File: src/midi_stream_parser_assert.svh
// ----------------------------------------------------------------------------
// MIDI stream parser assertion macros
// Shared concurrent assertion forms for the parser's internal checks.
// ----------------------------------------------------------------------------
`ifndef MIDI_STREAM_PARSER_ASSERT_SVH
`define MIDI_STREAM_PARSER_ASSERT_SVH

// Condition must hold in the same cycle as the trigger.
`define MSP_ASSERT_NOW(lbl, clk, rst, trig, cond) \
   lbl: assert property (@(posedge clk) disable iff (rst) (trig) |-> (cond)) \
      else $error("midi_stream_parser: same-cycle check failed");

// Condition must hold in the cycle after the trigger.
`define MSP_ASSERT_NEXT(lbl, clk, rst, trig, cond) \
   lbl: assert property (@(posedge clk) disable iff (rst) (trig) |=> (cond)) \
      else $error("midi_stream_parser: next-cycle check failed");

`endif

File: src/msp_pkg.sv
// ----------------------------------------------------------------------------
// MIDI stream parser package
// Types and constants shared by the parser modules.
// ----------------------------------------------------------------------------
`default_nettype none

package msp_pkg;

   localparam logic [7:0]  STATUS_BIT    = 8'h80;
   localparam logic [7:0]  REALTIME_MASK = 8'hF8;
   localparam logic [7:0]  SYSEX_START   = 8'hF0;
   localparam logic [7:0]  SYSEX_END     = 8'hF7;
   localparam logic [7:0]  TUNE_SELECT   = 8'hF1;
   localparam logic [7:0]  SONG_POSITION = 8'hF2;
   localparam logic [7:0]  SONG_SELECT   = 8'hF3;
   localparam logic [15:0] LIMIT_RESET   = 16'd256;

   // Upper nibbles of channel voice status bytes.
   localparam logic [3:0] HI_NOTE_OFF    = 4'h8;
   localparam logic [3:0] HI_NOTE_ON     = 4'h9;
   localparam logic [3:0] HI_POLY_PRESS  = 4'hA;
   localparam logic [3:0] HI_CONTROL     = 4'hB;
   localparam logic [3:0] HI_PROGRAM     = 4'hC;
   localparam logic [3:0] HI_CHAN_PRESS  = 4'hD;
   localparam logic [3:0] HI_PITCH_BEND  = 4'hE;

   typedef enum logic [2:0] {
      MODE_IDLE   = 3'd0,
      MODE_FIRST  = 3'd1,
      MODE_SECOND = 3'd2,
      MODE_SYSEX  = 3'd3,
      MODE_SINGLE = 3'd4
   } parse_mode_type;

   typedef enum logic [2:0] {
      EV_NONE     = 3'd0,
      EV_REALTIME = 3'd1,
      EV_ONE      = 3'd2,
      EV_TWO      = 3'd3,
      EV_SX_BYTE  = 3'd4,
      EV_SX_END   = 3'd5
   } event_kind_type;

   typedef enum logic [1:0] {
      RC_OK        = 2'd0,
      RC_UNDEFINED = 2'd1,
      RC_OVERFLOW  = 2'd2
   } result_code_type;

   typedef struct packed {
      parse_mode_type mode;
      logic [7:0]     running_status;
      logic [6:0]     held_first_data;
      logic [15:0]    sysex_index;
   } parse_state_type;

   typedef struct packed {
      event_kind_type  event_kind;
      logic [7:0]      status_value;
      logic [6:0]      data_first;
      logic [6:0]      data_second;
      logic [15:0]     sysex_count;
      result_code_type result_code;
   } result_type;

endpackage

`default_nettype wire

File: src/msp_req_if.sv
// ----------------------------------------------------------------------------
// MIDI stream parser request channel
// Valid/ready channel carrying one received byte per beat.
// ----------------------------------------------------------------------------
`default_nettype none

interface msp_req_if;
   logic       valid;
   logic       ready;
   logic [7:0] in_byte;
   logic       restart;

   modport source (output valid, output in_byte, output restart, input ready);
   modport sink   (input valid, input in_byte, input restart, output ready);
endinterface

`default_nettype wire

File: src/msp_rsp_if.sv
// ----------------------------------------------------------------------------
// MIDI stream parser response channel
// Valid/ready channel carrying one parse result per beat.
// ----------------------------------------------------------------------------
`default_nettype none

interface msp_rsp_if;
   logic        valid;
   logic        ready;
   logic [2:0]  event_kind;
   logic [7:0]  status_value;
   logic [6:0]  data_first;
   logic [6:0]  data_second;
   logic [15:0] sysex_count;
   logic [1:0]  result_code;

   modport source (output valid, output event_kind, output status_value,
                   output data_first, output data_second, output sysex_count,
                   output result_code, input ready);
   modport sink   (input valid, input event_kind, input status_value,
                   input data_first, input data_second, input sysex_count,
                   input result_code, output ready);
endinterface

`default_nettype wire

File: src/midi_stream_parser.sv
// ----------------------------------------------------------------------------
// MIDI stream parser
// Running-status parser for a received MIDI byte stream, one byte per beat.
// ----------------------------------------------------------------------------
//
//   Channel   Direction  Carries
//   --------  ---------  ------------------------------------------------
//   req       in         in_byte, restart (one received byte per beat)
//   rsp       out        event_kind, status, data, sysex count, result code
//   csr       in         csr_we / csr_wdata: sysex length limit
//
// Every accepted byte gives exactly one result beat, through the input register
// and then the result register; a new byte can be taken in every cycle unless
// the result stalls, via the combinational decoder between the two registers.
// A stalled result holds the result register, which holds the input register,
// and req.ready drops for as long as both are full. Synchronous reset returns
// the parser to idle with a sysex limit of 256.
//
`default_nettype none

module midi_stream_parser
   import msp_pkg::*;
(
   input  wire logic        clock,
   input  wire logic        reset,
   msp_req_if.sink          req,
   msp_rsp_if.source        rsp,
   input  wire logic        csr_we,
   input  wire logic [15:0] csr_wdata
);

`include "midi_stream_parser_assert.svh"

   // Input register: holds the accepted beat until the decoder consumes it.
   logic            in_valid_ff;
   logic [7:0]      in_byte_ff;
   logic            restart_ff;

   // Parser state and the configured sysex limit.
   parse_state_type state_ff;
   parse_state_type state_in;
   logic [15:0]     limit_ff;

   // Result register feeding the response channel.
   logic            rsp_valid_ff;
   result_type      rsp_ff;
   result_type      rsp_in;

   // The decoder fires when a byte is waiting and the result register is
   // either empty or being emptied this cycle.
   logic            advance;

   assign advance   = in_valid_ff && (!rsp_valid_ff || rsp.ready);
   assign req.ready = !in_valid_ff || advance;

   always_ff @(posedge clock) begin
      if (reset) begin
         in_valid_ff <= 1'b0;
      end else if (req.ready) begin
         in_valid_ff <= req.valid;
      end
   end

   always_ff @(posedge clock) begin
      if (req.valid && req.ready) begin
         in_byte_ff <= req.in_byte;
         restart_ff <= req.restart;
      end
   end

   always_ff @(posedge clock) begin
      if (reset) begin
         limit_ff <= LIMIT_RESET;
      end else if (csr_we) begin
         limit_ff <= csr_wdata;
      end
   end

   msp_decode u_decode (
      .cur_state   (state_ff),
      .in_byte     (in_byte_ff),
      .restart     (restart_ff),
      .sysex_limit (limit_ff),
      .nxt_state   (state_in),
      .result      (rsp_in)
   );

   // The parser state moves only when a byte passes through the decoder.
   always_ff @(posedge clock) begin
      if (reset) begin
         state_ff <= '0;
      end else if (advance) begin
         state_ff <= state_in;
      end
   end

   always_ff @(posedge clock) begin
      if (reset) begin
         rsp_valid_ff <= 1'b0;
      end else if (advance) begin
         rsp_valid_ff <= 1'b1;
      end else if (rsp.ready) begin
         rsp_valid_ff <= 1'b0;
      end
   end

   always_ff @(posedge clock) begin
      if (advance) begin
         rsp_ff <= rsp_in;
      end
   end

   assign rsp.valid        = rsp_valid_ff;
   assign rsp.event_kind   = rsp_ff.event_kind;
   assign rsp.status_value = rsp_ff.status_value;
   assign rsp.data_first   = rsp_ff.data_first;
   assign rsp.data_second  = rsp_ff.data_second;
   assign rsp.sysex_count  = rsp_ff.sysex_count;
   assign rsp.result_code  = rsp_ff.result_code;

   // A waiting byte that cannot advance must still be waiting next cycle.
   `MSP_ASSERT_NEXT(a_in_held, clock, reset, in_valid_ff && !advance, in_valid_ff)

   // Every decoded byte leaves a result beat behind it.
   `MSP_ASSERT_NEXT(a_rsp_loaded, clock, reset, advance, rsp_valid_ff)

   // An error result never carries an event.
   `MSP_ASSERT_NOW(a_err_no_event, clock, reset,
                   rsp_valid_ff && (rsp_ff.result_code != RC_OK),
                   rsp_ff.event_kind == EV_NONE)

   // Sysex bytes are only streamed under the sysex start status.
   `MSP_ASSERT_NOW(a_sysex_status, clock, reset,
                   rsp_valid_ff && (rsp_ff.event_kind == EV_SX_BYTE),
                   rsp_ff.status_value == SYSEX_START)

endmodule

`default_nettype wire

File: src/msp_decode.sv
// ----------------------------------------------------------------------------
// MIDI stream parser decoder
// Combinational next-state and result logic for one received byte.
// ----------------------------------------------------------------------------
`default_nettype none

module msp_decode
   import msp_pkg::*;
(
   input  wire parse_state_type cur_state,
   input  wire logic [7:0]      in_byte,
   input  wire logic            restart,
   input  wire logic [15:0]     sysex_limit,
   output parse_state_type      nxt_state,
   output result_type           result
);

   logic [3:0] hi_nibble;
   logic       is_single;
   logic       is_double;

   assign hi_nibble = in_byte[7:4];

   assign is_single = (hi_nibble == HI_PROGRAM) || (hi_nibble == HI_CHAN_PRESS) ||
                      (in_byte == TUNE_SELECT) || (in_byte == SONG_SELECT);
   assign is_double = (hi_nibble == HI_NOTE_OFF) || (hi_nibble == HI_NOTE_ON) ||
                      (hi_nibble == HI_POLY_PRESS) || (hi_nibble == HI_CONTROL) ||
                      (hi_nibble == HI_PITCH_BEND) || (in_byte == SONG_POSITION);

   always_comb begin
      nxt_state = cur_state;
      result    = '0;

      if (restart) begin
         nxt_state = '0;
      end else if ((in_byte & REALTIME_MASK) == REALTIME_MASK) begin
         result.event_kind   = EV_REALTIME;
         result.status_value = in_byte;
      end else if ((in_byte & STATUS_BIT) != 8'h00) begin
         if ((cur_state.mode == MODE_SYSEX) && (in_byte == SYSEX_END)) begin
            result.event_kind   = EV_SX_END;
            result.status_value = cur_state.running_status;
            result.sysex_count  = cur_state.sysex_index;
            nxt_state.mode      = MODE_IDLE;
         end else begin
            priority if (is_single) begin
               nxt_state.mode           = MODE_SINGLE;
               nxt_state.running_status = in_byte;
            end else if (is_double) begin
               nxt_state.mode           = MODE_FIRST;
               nxt_state.running_status = in_byte;
            end else if (in_byte == SYSEX_START) begin
               nxt_state.mode           = MODE_SYSEX;
               nxt_state.running_status = in_byte;
               nxt_state.sysex_index    = '0;
            end else begin
               // Undefined status, including an end of exclusive with no frame open.
               nxt_state.mode     = MODE_IDLE;
               result.result_code = RC_UNDEFINED;
            end
         end
      end else begin
         unique case (cur_state.mode)
            MODE_FIRST: begin
               nxt_state.held_first_data = in_byte[6:0];
               nxt_state.mode            = MODE_SECOND;
            end
            MODE_SECOND: begin
               result.event_kind         = EV_TWO;
               result.status_value       = cur_state.running_status;
               result.data_first         = cur_state.held_first_data;
               result.data_second        = in_byte[6:0];
               nxt_state.held_first_data = '0;
               nxt_state.mode            = MODE_FIRST;
            end
            MODE_SINGLE: begin
               result.event_kind   = EV_ONE;
               result.status_value = cur_state.running_status;
               result.data_first   = in_byte[6:0];
            end
            MODE_SYSEX: begin
               if (cur_state.sysex_index < sysex_limit) begin
                  result.event_kind     = EV_SX_BYTE;
                  result.status_value   = cur_state.running_status;
                  result.data_first     = in_byte[6:0];
                  result.sysex_count    = cur_state.sysex_index;
                  nxt_state.sysex_index = cur_state.sysex_index + 16'd1;
               end else begin
                  nxt_state.sysex_index = '0;
                  nxt_state.mode        = MODE_IDLE;
                  result.result_code    = RC_OVERFLOW;
               end
            end
            default: begin
               // Data byte with no message open is dropped.
               nxt_state.mode = MODE_IDLE;
            end
         endcase
      end
   end

endmodule

`default_nettype wire
File: src/flat_wrapper.sv
// flat-port wrapper written by rule: the top's interface ports become plain ports
module midi_stream_parser_flat import msp_pkg::*;
  (clock, reset, csr_we, csr_wdata, req_valid, req_in_byte, req_restart, req_ready, rsp_valid, rsp_event_kind, rsp_status_value, rsp_data_first, rsp_data_second, rsp_sysex_count, rsp_result_code, rsp_ready);
  msp_req_if req_i ();
  msp_rsp_if rsp_i ();
  input  wire logic clock;
  input  wire logic reset;
  input  wire logic csr_we;
  input  wire logic [15:0] csr_wdata;
  input wire logic [$bits(req_i.valid)-1:0] req_valid;
  input wire logic [$bits(req_i.in_byte)-1:0] req_in_byte;
  input wire logic [$bits(req_i.restart)-1:0] req_restart;
  output wire logic [$bits(req_i.ready)-1:0] req_ready;
  output wire logic [$bits(rsp_i.valid)-1:0] rsp_valid;
  output wire logic [$bits(rsp_i.event_kind)-1:0] rsp_event_kind;
  output wire logic [$bits(rsp_i.status_value)-1:0] rsp_status_value;
  output wire logic [$bits(rsp_i.data_first)-1:0] rsp_data_first;
  output wire logic [$bits(rsp_i.data_second)-1:0] rsp_data_second;
  output wire logic [$bits(rsp_i.sysex_count)-1:0] rsp_sysex_count;
  output wire logic [$bits(rsp_i.result_code)-1:0] rsp_result_code;
  input wire logic [$bits(rsp_i.ready)-1:0] rsp_ready;
  assign req_i.valid = req_valid;
  assign req_i.in_byte = req_in_byte;
  assign req_i.restart = req_restart;
  assign req_ready = req_i.ready;
  assign rsp_valid = rsp_i.valid;
  assign rsp_event_kind = rsp_i.event_kind;
  assign rsp_status_value = rsp_i.status_value;
  assign rsp_data_first = rsp_i.data_first;
  assign rsp_data_second = rsp_i.data_second;
  assign rsp_sysex_count = rsp_i.sysex_count;
  assign rsp_result_code = rsp_i.result_code;
  assign rsp_i.ready = rsp_ready;
  midi_stream_parser u_core (.clock(clock), .reset(reset), .req(req_i), .rsp(rsp_i), .csr_we(csr_we), .csr_wdata(csr_wdata));
endmodule
File: config.mk
export PLATFORM = sky130hd
export DESIGN_NAME = midi_stream_parser_flat
export DESIGN_NICKNAME = d
export VERILOG_FILES = /design/src/msp_pkg.sv /design/src/msp_req_if.sv /design/src/msp_rsp_if.sv /design/src/midi_stream_parser.sv /design/src/msp_decode.sv /design/src/flat_wrapper.sv
export VERILOG_INCLUDE_DIRS = /design/src /design/src/src
export SDC_FILE = /design/constraint.sdc
export NUM_CORES = 1
export LEC_CHECK = 0
export BUFFER_PORTS_ARGS = -buffer_cell sky130_fd_sc_hd__buf_2
export CAP_MARGIN = 20
export CORE_MARGIN = 8
export CORE_UTILIZATION = 59
export CTS_BUF_LIST = sky130_fd_sc_hd__clkbuf_8
export DETAILED_ROUTE_END_ITERATION = 10
export MAX_ROUTING_LAYER = met4
export PLACE_DENSITY = 0.81
export SYNTH_ARGS = -nofsm -noshare
export SYNTH_HDL_FRONTEND = slang
export SYNTH_SLANG_ARGS = --single-unit
File: constraint.sdc
create_clock -name clock -period 3.2 [get_ports clock]
set_input_delay 0.16 -clock clock [delete_from_list [all_inputs] [get_ports clock]]
set_output_delay 0.16 -clock clock [all_outputs]
set_load 0.02 [all_outputs]
# After elaboration in Yosys (flattened, before gate mapping)
# Index checks and enable logic that the tools add are counted.
# totals
register_bits,104
word_cells,109
input_bits,30
# op_classes
muxes,37
order_cmp,1
reduce_logical,27
n_eq_ne,26
add_sub_neg,1
bitwise,1
# ops
operator,count
2-to-1 mux 16 bit,9
2-to-1 mux 34 bit,2
2-to-1 mux 18 bit,3
one-hot mux 18 bit (3 select lines),1
2-to-1 mux 11 bit,4
"equality test 8 bit, second input constant",5
"equality test 4 bit, second input constant",7
2-to-1 mux 8 bit,3
"adder 16 x 1 -> 16 bit, second input constant",1
less-than comparator 16 bit,1
one-hot mux 7 bit (2 select lines),1
"inequality test 3 bit, second input constant",4
one-hot mux 3 bit (4 select lines),1
logical OR 1 bit,10
2-to-1 mux 3 bit,3
2-to-1 mux 9 bit,1
AND reduction 4 bit,2
2-to-1 mux 7 bit,1
AND reduction 7 bit,1
"equality test 3 x 2 -> 1 bit, second input constant",2
2-to-1 mux 1 bit,6
nonzero test 3 bit,2
"equality test 5 bit, second input constant",1
AND reduction 5 bit,1
other kinds (15),21

# Depth between registers and ports, before layout
# Gate-level depths: netlist of run 1.
# depth
depth_word,12
mapped_depth,9
mapped_depth_nobuf,8

# By module
# Synthesis of run 1 repeated with hierarchy kept, for this count alone.
# hier_totals
hier_cells,584
area_unflattened_um2,5576.6
# modules_own_cells
module,area_per_inst_um2,instances,cells_per_inst,seq_area_each_um2
midi_stream_parser,3737.3,1,261,2602.5
msp_decode,1839.3,1,323,0.0

# Worst setup path before layout of run 1
# OpenSTA, ideal clock, no wires.
# synth_timing
kind,register to register
startpoint,reg u_core.limit_ff[15]
endpoint,reg u_core.rsp_ff (netlist bit u_core.rsp.sysex_count[7]) (data pin)
arrival_time_ns,2.227
path_stages_with_launch,10
required_ns,3.069
path_buffers,1
setup_slack_ns,0.842
path_cell_list,dfxtp_1 -> inv_1 -> ha_1 -> nand4_2 -> nor3_1 -> or4_4 -> nor3b_4 -> a22o_2 -> buf_4 -> and2_1
# synth_via
elab_chain_len,4
# synth_rtl
element,line_no,rtl
start: declaration,midi_stream_parser.sv:42,logic [15:0] limit_ff;
start signal: assignment,midi_stream_parser.sv:75,limit_ff <= csr_wdata;
less-than comparator 16 bit,msp_decode.sv:82,if (cur_state.sysex_index < sysex_limit) begin
2-to-1 mux 16 bit,msp_decode.sv:82,
2-to-1 mux 18 bit,msp_decode.sv:63,unique case (cur_state.mode)
2-to-1 mux 18 bit,msp_decode.sv:39,end else if ((in_byte & STATUS_BIT) != 8'h00) begin
end signal: assignment,midi_stream_parser.sv:109,rsp_ff <= rsp_in;
end: declaration,midi_stream_parser.sv:46,result_type rsp_ff;
# No other way between the ends.
# A chain may end at the register's enable or synchronous reset.

# Worst setup path in the final report of run 1
# layout_timing
startpoint,reg u_core.state_ff[11] (netlist bit)
endpoint,reg u_core.rsp_ff (netlist bit u_core.rsp.sysex_count[11]) (data pin)
# layout_via
elab_chain_len,4
elab_cells_between_ends,5
cone_classes,order compare (1); mux (4)
# layout_rtl
element,line_no,rtl
start: declaration,midi_stream_parser.sv:40,parse_state_type state_ff;
start signal: assignment,midi_stream_parser.sv:93,state_ff <= state_in;
less-than comparator 16 bit,msp_decode.sv:82,
2-to-1 mux 16 bit,msp_decode.sv:82,
2-to-1 mux 18 bit,msp_decode.sv:63,
2-to-1 mux 18 bit *,msp_decode.sv:39,
# Every way passes the cells marked *; elsewhere a longest branch is shown, timed or not.

==> results of run 1 <==
[how the worst max path moves through the flow]
stage                                     from                    endpoint  slack (ns)  cells after the start
after floorplan            u_core.limit_ff[15]   u_core.rsp.sysex_count[7]        0.84                      9
after global placement     u_core.state_ff[11]  u_core.rsp.sysex_count[15]        0.65                      7
after detailed placement   u_core.state_ff[11]  u_core.rsp.sysex_count[11]        0.59                      7
after CTS                  u_core.state_ff[11]   u_core.rsp.sysex_count[1]        0.56                      7
after global routing      u_core.in_byte_ff[7]          u_core.state_ff[4]        0.40                      7
final                      u_core.state_ff[11]  u_core.rsp.sysex_count[11]        0.54                      7
[registers in the layout, summed over array words and instances, names as in the netlist]
signal / count
u_core.in_byte_ff: 8
u_core.in_valid_ff: 1
u_core.limit_ff: 16
u_core.restart_ff: 1
u_core.rsp.data_first: 7
u_core.rsp.data_second: 7
u_core.rsp.event_kind: 3
u_core.rsp.result_code: 2
u_core.rsp.status_value: 8
u_core.rsp.sysex_count: 16
u_core.rsp.valid: 1
u_core.state_ff: 34
[area by class of cell]
| type | count | area, µm² |
|---|---|---|
| clock buffers | 9 | 124 |
| clock inverters | 7 | 92.6 |
| fillers | 620 | 2240 |
| inverters | 24 | 90.1 |
| multi-input cells | 314 | 1980 |
| flip-flops and latches | 104 | 2600 |
| well taps | 102 | 128 |
| repair buffers | 89 | 505 |
[synth_stat cells, types with 4 or more instances]
master and n:
o21ai_0 12, nor2b_1 4, or3_1 5, nand4_1 12, nand2_1 29, nand2b_1 6
a21oi_1 39, and3_1 11, nand3_1 14, xor2_1 10, nand3b_1 7, nor2_1 56
edfxtp_1 52, xnor2_1 5, nor3_1 6, a31oi_1 5, mux2i_1 18, a21o_1 5
clkbuf_1 14, dfxtp_1 52, and2_1 19, ha_1 16, inv_1 24, a211oi_1 8
[cells in the final DEF (no fill, tap or decap), drive strengths merged, types with 7 or more instances in the layout]
| cell type | instances |
|---|---|
| a211oi | 9 |
| a21oi | 40 |
| and2 | 19 |
| and3 | 11 |
| buf | 80 |
| clkbuf | 9 |
| dfxtp | 52 |
| dlygate4sd3 | 9 |
| edfxtp | 52 |
| ha | 16 |
| inv | 27 |
| mux2i | 18 |
| nand2 | 29 |
| nand3 | 14 |
| nand3b | 7 |
| nand4 | 13 |
| nor2 | 56 |
| o21ai | 12 |
| xor2 | 10 |
[stage by stage]
| step | cell area (µm²) | std cells |
|---|---|---|
| floorplan | 4770 | 464 |
| global placement | 5220 | 624 |
| detailed placement | 5220 | 624 |
| CTS | 5530 | 649 |
| global route | 5530 | 649 |
| finish | 5530 | 649 |
[worst max-delay path: cells and delay by family, from the launching register on]
| family | cells | cell delay [ns] |
|---|---|---|
| and+or+nand+nor | 4 | 1.19 |
| AOI/OAI and AO/OA | 2 | 0.60 |
| DFF | 1 | 0.44 |
| adders and majority gates | 1 | 0.30 |
[kinds of logic after synthesis]
kind of cell / count (synthesis) / share of synthesized area, %
AOI/OAI and AO/OA: 84 / 11.0
xor gates and xnor gates: 15 / 2.75
adders and majority gates: 16 / 4.20
buffers and inverters: 46 / 3.86
DFF: 104 / 54.6
muxes: 19 / 4.01
and+or+nand+nor: 180 / 19.6
[power by group through the flow]
stage | registers (mW) | logic (mW) | clock network (mW)
final | 1.48 | 0.225 | 0.880
after detailed placement | 1.51 | 0.217 | 0
after global placement | 1.51 | 0.212 | 0
after floorplan | 1.53 | 0.117 | 0
after CTS | 1.48 | 0.226 | 0.890
after global routing | 1.49 | 0.250 | 0.945
[layer usage]
layer / share of wire [%] / wire [µm] / track usage, % / up-vias
met1: 46 / 4780 / 25.2 / 1669
met4: 1.4 / 148 / 6.93 / 0
met5: 0 / 0 / - / -
met2: 45 / 4640 / 29.0 / 158
met3: 7.3 / 754 / 3.32 / 14
li1: - / - / - / 1801
==> flow_summary.yaml, run 1 <==
status:
  status: "completed"
clocking:
  cts_hold_buf: 9
  postCtsSetupRepairBufs: 0
  cts_buffers: 9
  cts.sink_count: 104
  cts_resized: 0
  cts_root_buf: "clkbuf_8"
  htree_levels: 3
  clk_pin_slew_ns: 0.10
  clock_path_buffers: 2
  clock_latency_ns: 0.36
  cts_tree: "yes"
floorplan:
  die_w_um: 106
  design.core.area_mm2: 0.00777
  start_util_pct: 61.4
  fp.dieH_um: 106
  dieArea_mm2: 0.0112
  rows: 32
  io_pins: 75
job:
  cap_violations: 0
finish:
  nets: 588
  syn2layout_area_growth_pct: 15.8
  antenna_cells: 0
  final_core_util_pct: 71.1
  drive_gt1_share_pct: 18.6
placed_design:
  portBuffers: 74
  dp_hpwl_um: 7420
  globalplace.congestion: 0.938
  pre_cts_slack_ns: 0.590
power_and_ir_drop:
  p_leak_nw: 2.20
  pwr-share-seq_pct: 57.3
  p_sw_uw: 616
  combPwrFrac_pct: 8.7
  p_total_mw: 2.59
  ir_worst_vdd_mv: 0.269
  clkPwrFrac_pct: 34.0
  p_int_mw: 1.97
  switching_share_pct: 23.8
  p_per_area_mw_per_mm2: 468
critical_path:
  path_cells: "ha_1 > a21oi_1 > nor2_1 > or4_4 > nor3b_4 > a22o_2 > and2_1"
  required_ns: 3.43
  r2r_slack_ns: 0.54
  r2r_end: "u_core.rsp.sysex_count[11]"
  max_stage_delay_ns: 0.49
  cp-start-kind: "register"
  cp_data_arrival_time_ns: 2.89
  crit_slowest_cell: "or4_4"
  worstSetupEndpointType: "register"
  r2r_cells: 7
  reg2reg_from: "u_core.state_ff[11]"
  crit_type: "register to register"
  crit_fanout: 17
route:
  wire_per_inst_um: 15.9
  vias: 3642
  drt_iter0_drc: 254
  ant_nets: 0
  drc: 0
  drt-total-wl_um: 10300
  drt-vias-per-instance: 5.61
  drtPass1Iterations: 5
timing:
  timing.hold.ws_ns: 0.0125
  setup_ws_ns: 0.545
  setup_tns_ns: 0
  period_needed_ns: 2.66
  final-setup-viol-count: 0
  fin_skew_ns: 0.0168
  hold_viol: 0
  rsz0062_at_grt: "no"
  slew_violations: 0
  slew_headroom_pct: 52.1
  fin_crit_sh_pct: 83.0
  fmax_ghz: 0.377
  tightest_slew_ns: 0.719
yosys:
  syn_area_mm2: 0.00477
  syn_avg_cell_area_um2: 10.3
  synth_top_area_cell: "edfxtp_1"
  synthTopCellsByArea: "edfxtp_1 33%, dfxtp_1 22%, nor2_1 4.4%"
  syn_nets: 510
  yosysSeqAreaShare_pct: 54.6
  synth_edf_count: 52
  synthDistinctLibCells: 46
  synth-seq-cells: 104
  synth.top_cell.area_share_pct: 32.7
  synthFlopType: "edfxtp_1"
  netlist_instances: 464
  async_reset_ff_share_pct: 0
  yosysWarningCount: 0
min_path:
  hp-start: "csr_wdata[8]"
  holdPathStages: 3
  hp-class: "input port to register"
  min_to: "u_core.limit_ff[8]"
grt:
  gr-total-overflow: 0
  grt_use_total_pct: 19.1
  grt_pass1_vias: 3526
  grt_pass1_wl_um: 17100
  antenna_found_initial: 0
  grt_max_degree: 40
(Power assumes the default switching activity.)
==> run 2: changes to the inputs <==
CORE_UTILIZATION = 53   (was 59)
PLACE_DENSITY = 0.76   (was 0.81)
clock period = 2.4 ns   (was 3.2 ns; I/O delays follow)
==> flow_summary.yaml, run 2 (same netlist as run 1, synthesis figures left out) <==
critical_path:
  worstSetupStartpoint: "u_core.limit_ff[9]"
  worstSetupEndpointType: "register"
  r2r_slack_ns: 0.01
  cp-start-kind: "register"
  r2r_cells: 9
  crit_type: "register to register"
  cp_data_arrival_time_ns: 2.59
  r2r_end: "u_core.rsp.data_first[5]"
  reg2reg_from: "u_core.limit_ff[9]"
  crit_fanout: 7
  cp-endpoint: "u_core.rsp.data_first[5]"
  required_ns: 2.61
route:
  drtPass1Iterations: 5
  vias: 3891
  drc: 0
  drt-vias-per-instance: 5.55
  drt-total-wl_um: 11400
  wire_per_inst_um: 16.2
  ant_nets: 0
  drt_iter0_drc: 232
timing:
  slew_headroom_pct: 50.6
  tightest_slew_ns: 0.741
  final-setup-viol-count: 0
  hold_viol: 0
  rsz0062_at_grt: "yes"
  period_needed_ns: 2.39
  fin_crit_sh_pct: 99.4
  fmax_ghz: 0.419
  fin_skew_ns: 0.0139
  slew_violations: 0
  setup_ws_ns: 0.0140
grt:
  grt_most_used_layer: "met2"
  grt_util_met2_pct: 27.1
  gr-total-overflow: 0
  met1_usage_pct: 24.9
  grt_use_total_pct: 18.4
  grt_pass1_vias: 3673
  antenna_found_initial: 0
  grt_use_met3_pct: 3.46
  grt_pass1_wl_um: 18300
  grt_max_degree: 45
finish:
  final_cell_area_mm2: 0.00613
  antenna_cells: 0
  nets: 634
  register_area_mm2: 0.00262
  layout_commonest_cell: "buf_2"
  final_cell_mix: "74 x buf_2, 56 x nor2_1, 52 x edfxtp_1"
  multiInputGateArea_mm2: 0.00219
  drive_gt1_share_pct: 28.8
  fillerInstances: 627
  largest_register_ffs: 34
  largest_register: "u_core.state_ff"
  syn2layout_area_growth_pct: 28.6
clocking:
  cts.sink_count: 104
  clock_latency_ns: 0.37
  clock_path_buffers: 2
  cts_tree: "yes"
  clk_pin_slew_ns: 0.10
  cts_buffers: 9
  htree_levels: 3
  cts_root_buf: "clkbuf_8"
floorplan:
  fp.dieH_um: 111
  dieArea_mm2: 0.0123
  io_pins: 75
  die_w_um: 111
  start_util_pct: 54.7
  rows: 34
  design.core.area_mm2: 0.00872
status:
  status: "completed"
placed_design:
  place_area_mm2: 0.00541
  globalplace.congestion: 0.901
  pre_cts_slack_ns: -0.158
  portBuffers: 74
  dp_hpwl_um: 7650
power_and_ir_drop:
  p_leak_nw: 2.45
  ir_worst_vdd_mv: 0.323
  p_per_area_mw_per_mm2: 563
min_path:
  hp-class: "input port to register"
job:
  cap_violations: 0
run 2: area by class of cell:
| class | instances | share of cell area [%] |
|---|---|---|
| Clock buffer | 9 | 2.02 |
| Clock inverter | 7 | 1.26 |
| Inverter | 24 | 1.47 |
| Multi-Input combinational cell | 315 | 35.8 |
| Sequential cell | 104 | 42.7 |
| Tap cell | 108 | 2.20 |
| Timing Repair Buffer | 134 | 14.6 |
run 2: what timing repair did:
item | 4_1_cts | 5_1_grt
gates cloned | 0 | 1
endpoints found under the hold margin | 24 | 0
setup buffers | 3 | 3
hold buffers | 24 | 0
pin swaps | 4 | 12
setup endpoints to repair | 42 | 48
resized for setup | 16 | 33
run 2: metrics by stage:
stage | hold WS [ns] | cells | total power [mW] | util (%) | setup TNS (ns)
after floorplan | 0.219 | 464 | 2.20 | - | 0
after detailed placement | 0.298 | 654 | 2.32 | 62.0 | -3.74
after CTS | 0.00563 | 697 | 3.45 | 68.6 | 0
final | 0.00221 | 701 | 3.45 | 70.3 | 0
after global placement | 0.298 | 654 | 2.31 | 62.0 | -2.03
after global routing | 0.0226 | 701 | 3.58 | 70.3 | -1.88
run 2: worst min-delay path by stage:
stage / slack [ns] / from / end / depth (start not counted)
2_1_floorplan: 0.22 / req_in_byte[0] / u_core.in_byte_ff[0] / 0
3_3_place_gp: 0.30 / req_in_byte[1] / u_core.in_byte_ff[1] / 1
3_5_place_dp: 0.30 / req_in_byte[2] / u_core.in_byte_ff[2] / 1
4_1_cts: 0.006 / csr_wdata[3] / u_core.limit_ff[3] / 3
5_1_grt: 0.02 / csr_wdata[5] / u_core.limit_ff[5] / 3
6_report: 0.002 / csr_wdata[3] / u_core.limit_ff[3] / 3
run 2: worst max-delay path, stage by stage (launching register included):
cell,delay (ns)
dfxtp_2,0.35
inv_2,0.05
ha_4,0.25
a21oi_4,0.13
nor3_2,0.05
or4_4,0.53
nor3b_4,0.36
buf_6,0.18
nand2_8,0.07
a211oi_2,0.26
run 2: metal layers:
metal / up-vias / share of wire, %
li1: 1906 / -
met1: 1823 / 46
met2: 144 / 46
met3: 18 / 6.5
met4: 0 / 1.3
met5: - / 0
run 2: where the power goes:
part	internal [mW]	switching (mW)	total (mW)
sequential	1.93	0.0387	1.97
clock	0.493	0.611	1.10
combinational	0.160	0.221	0.381
total	2.58	0.870	3.45
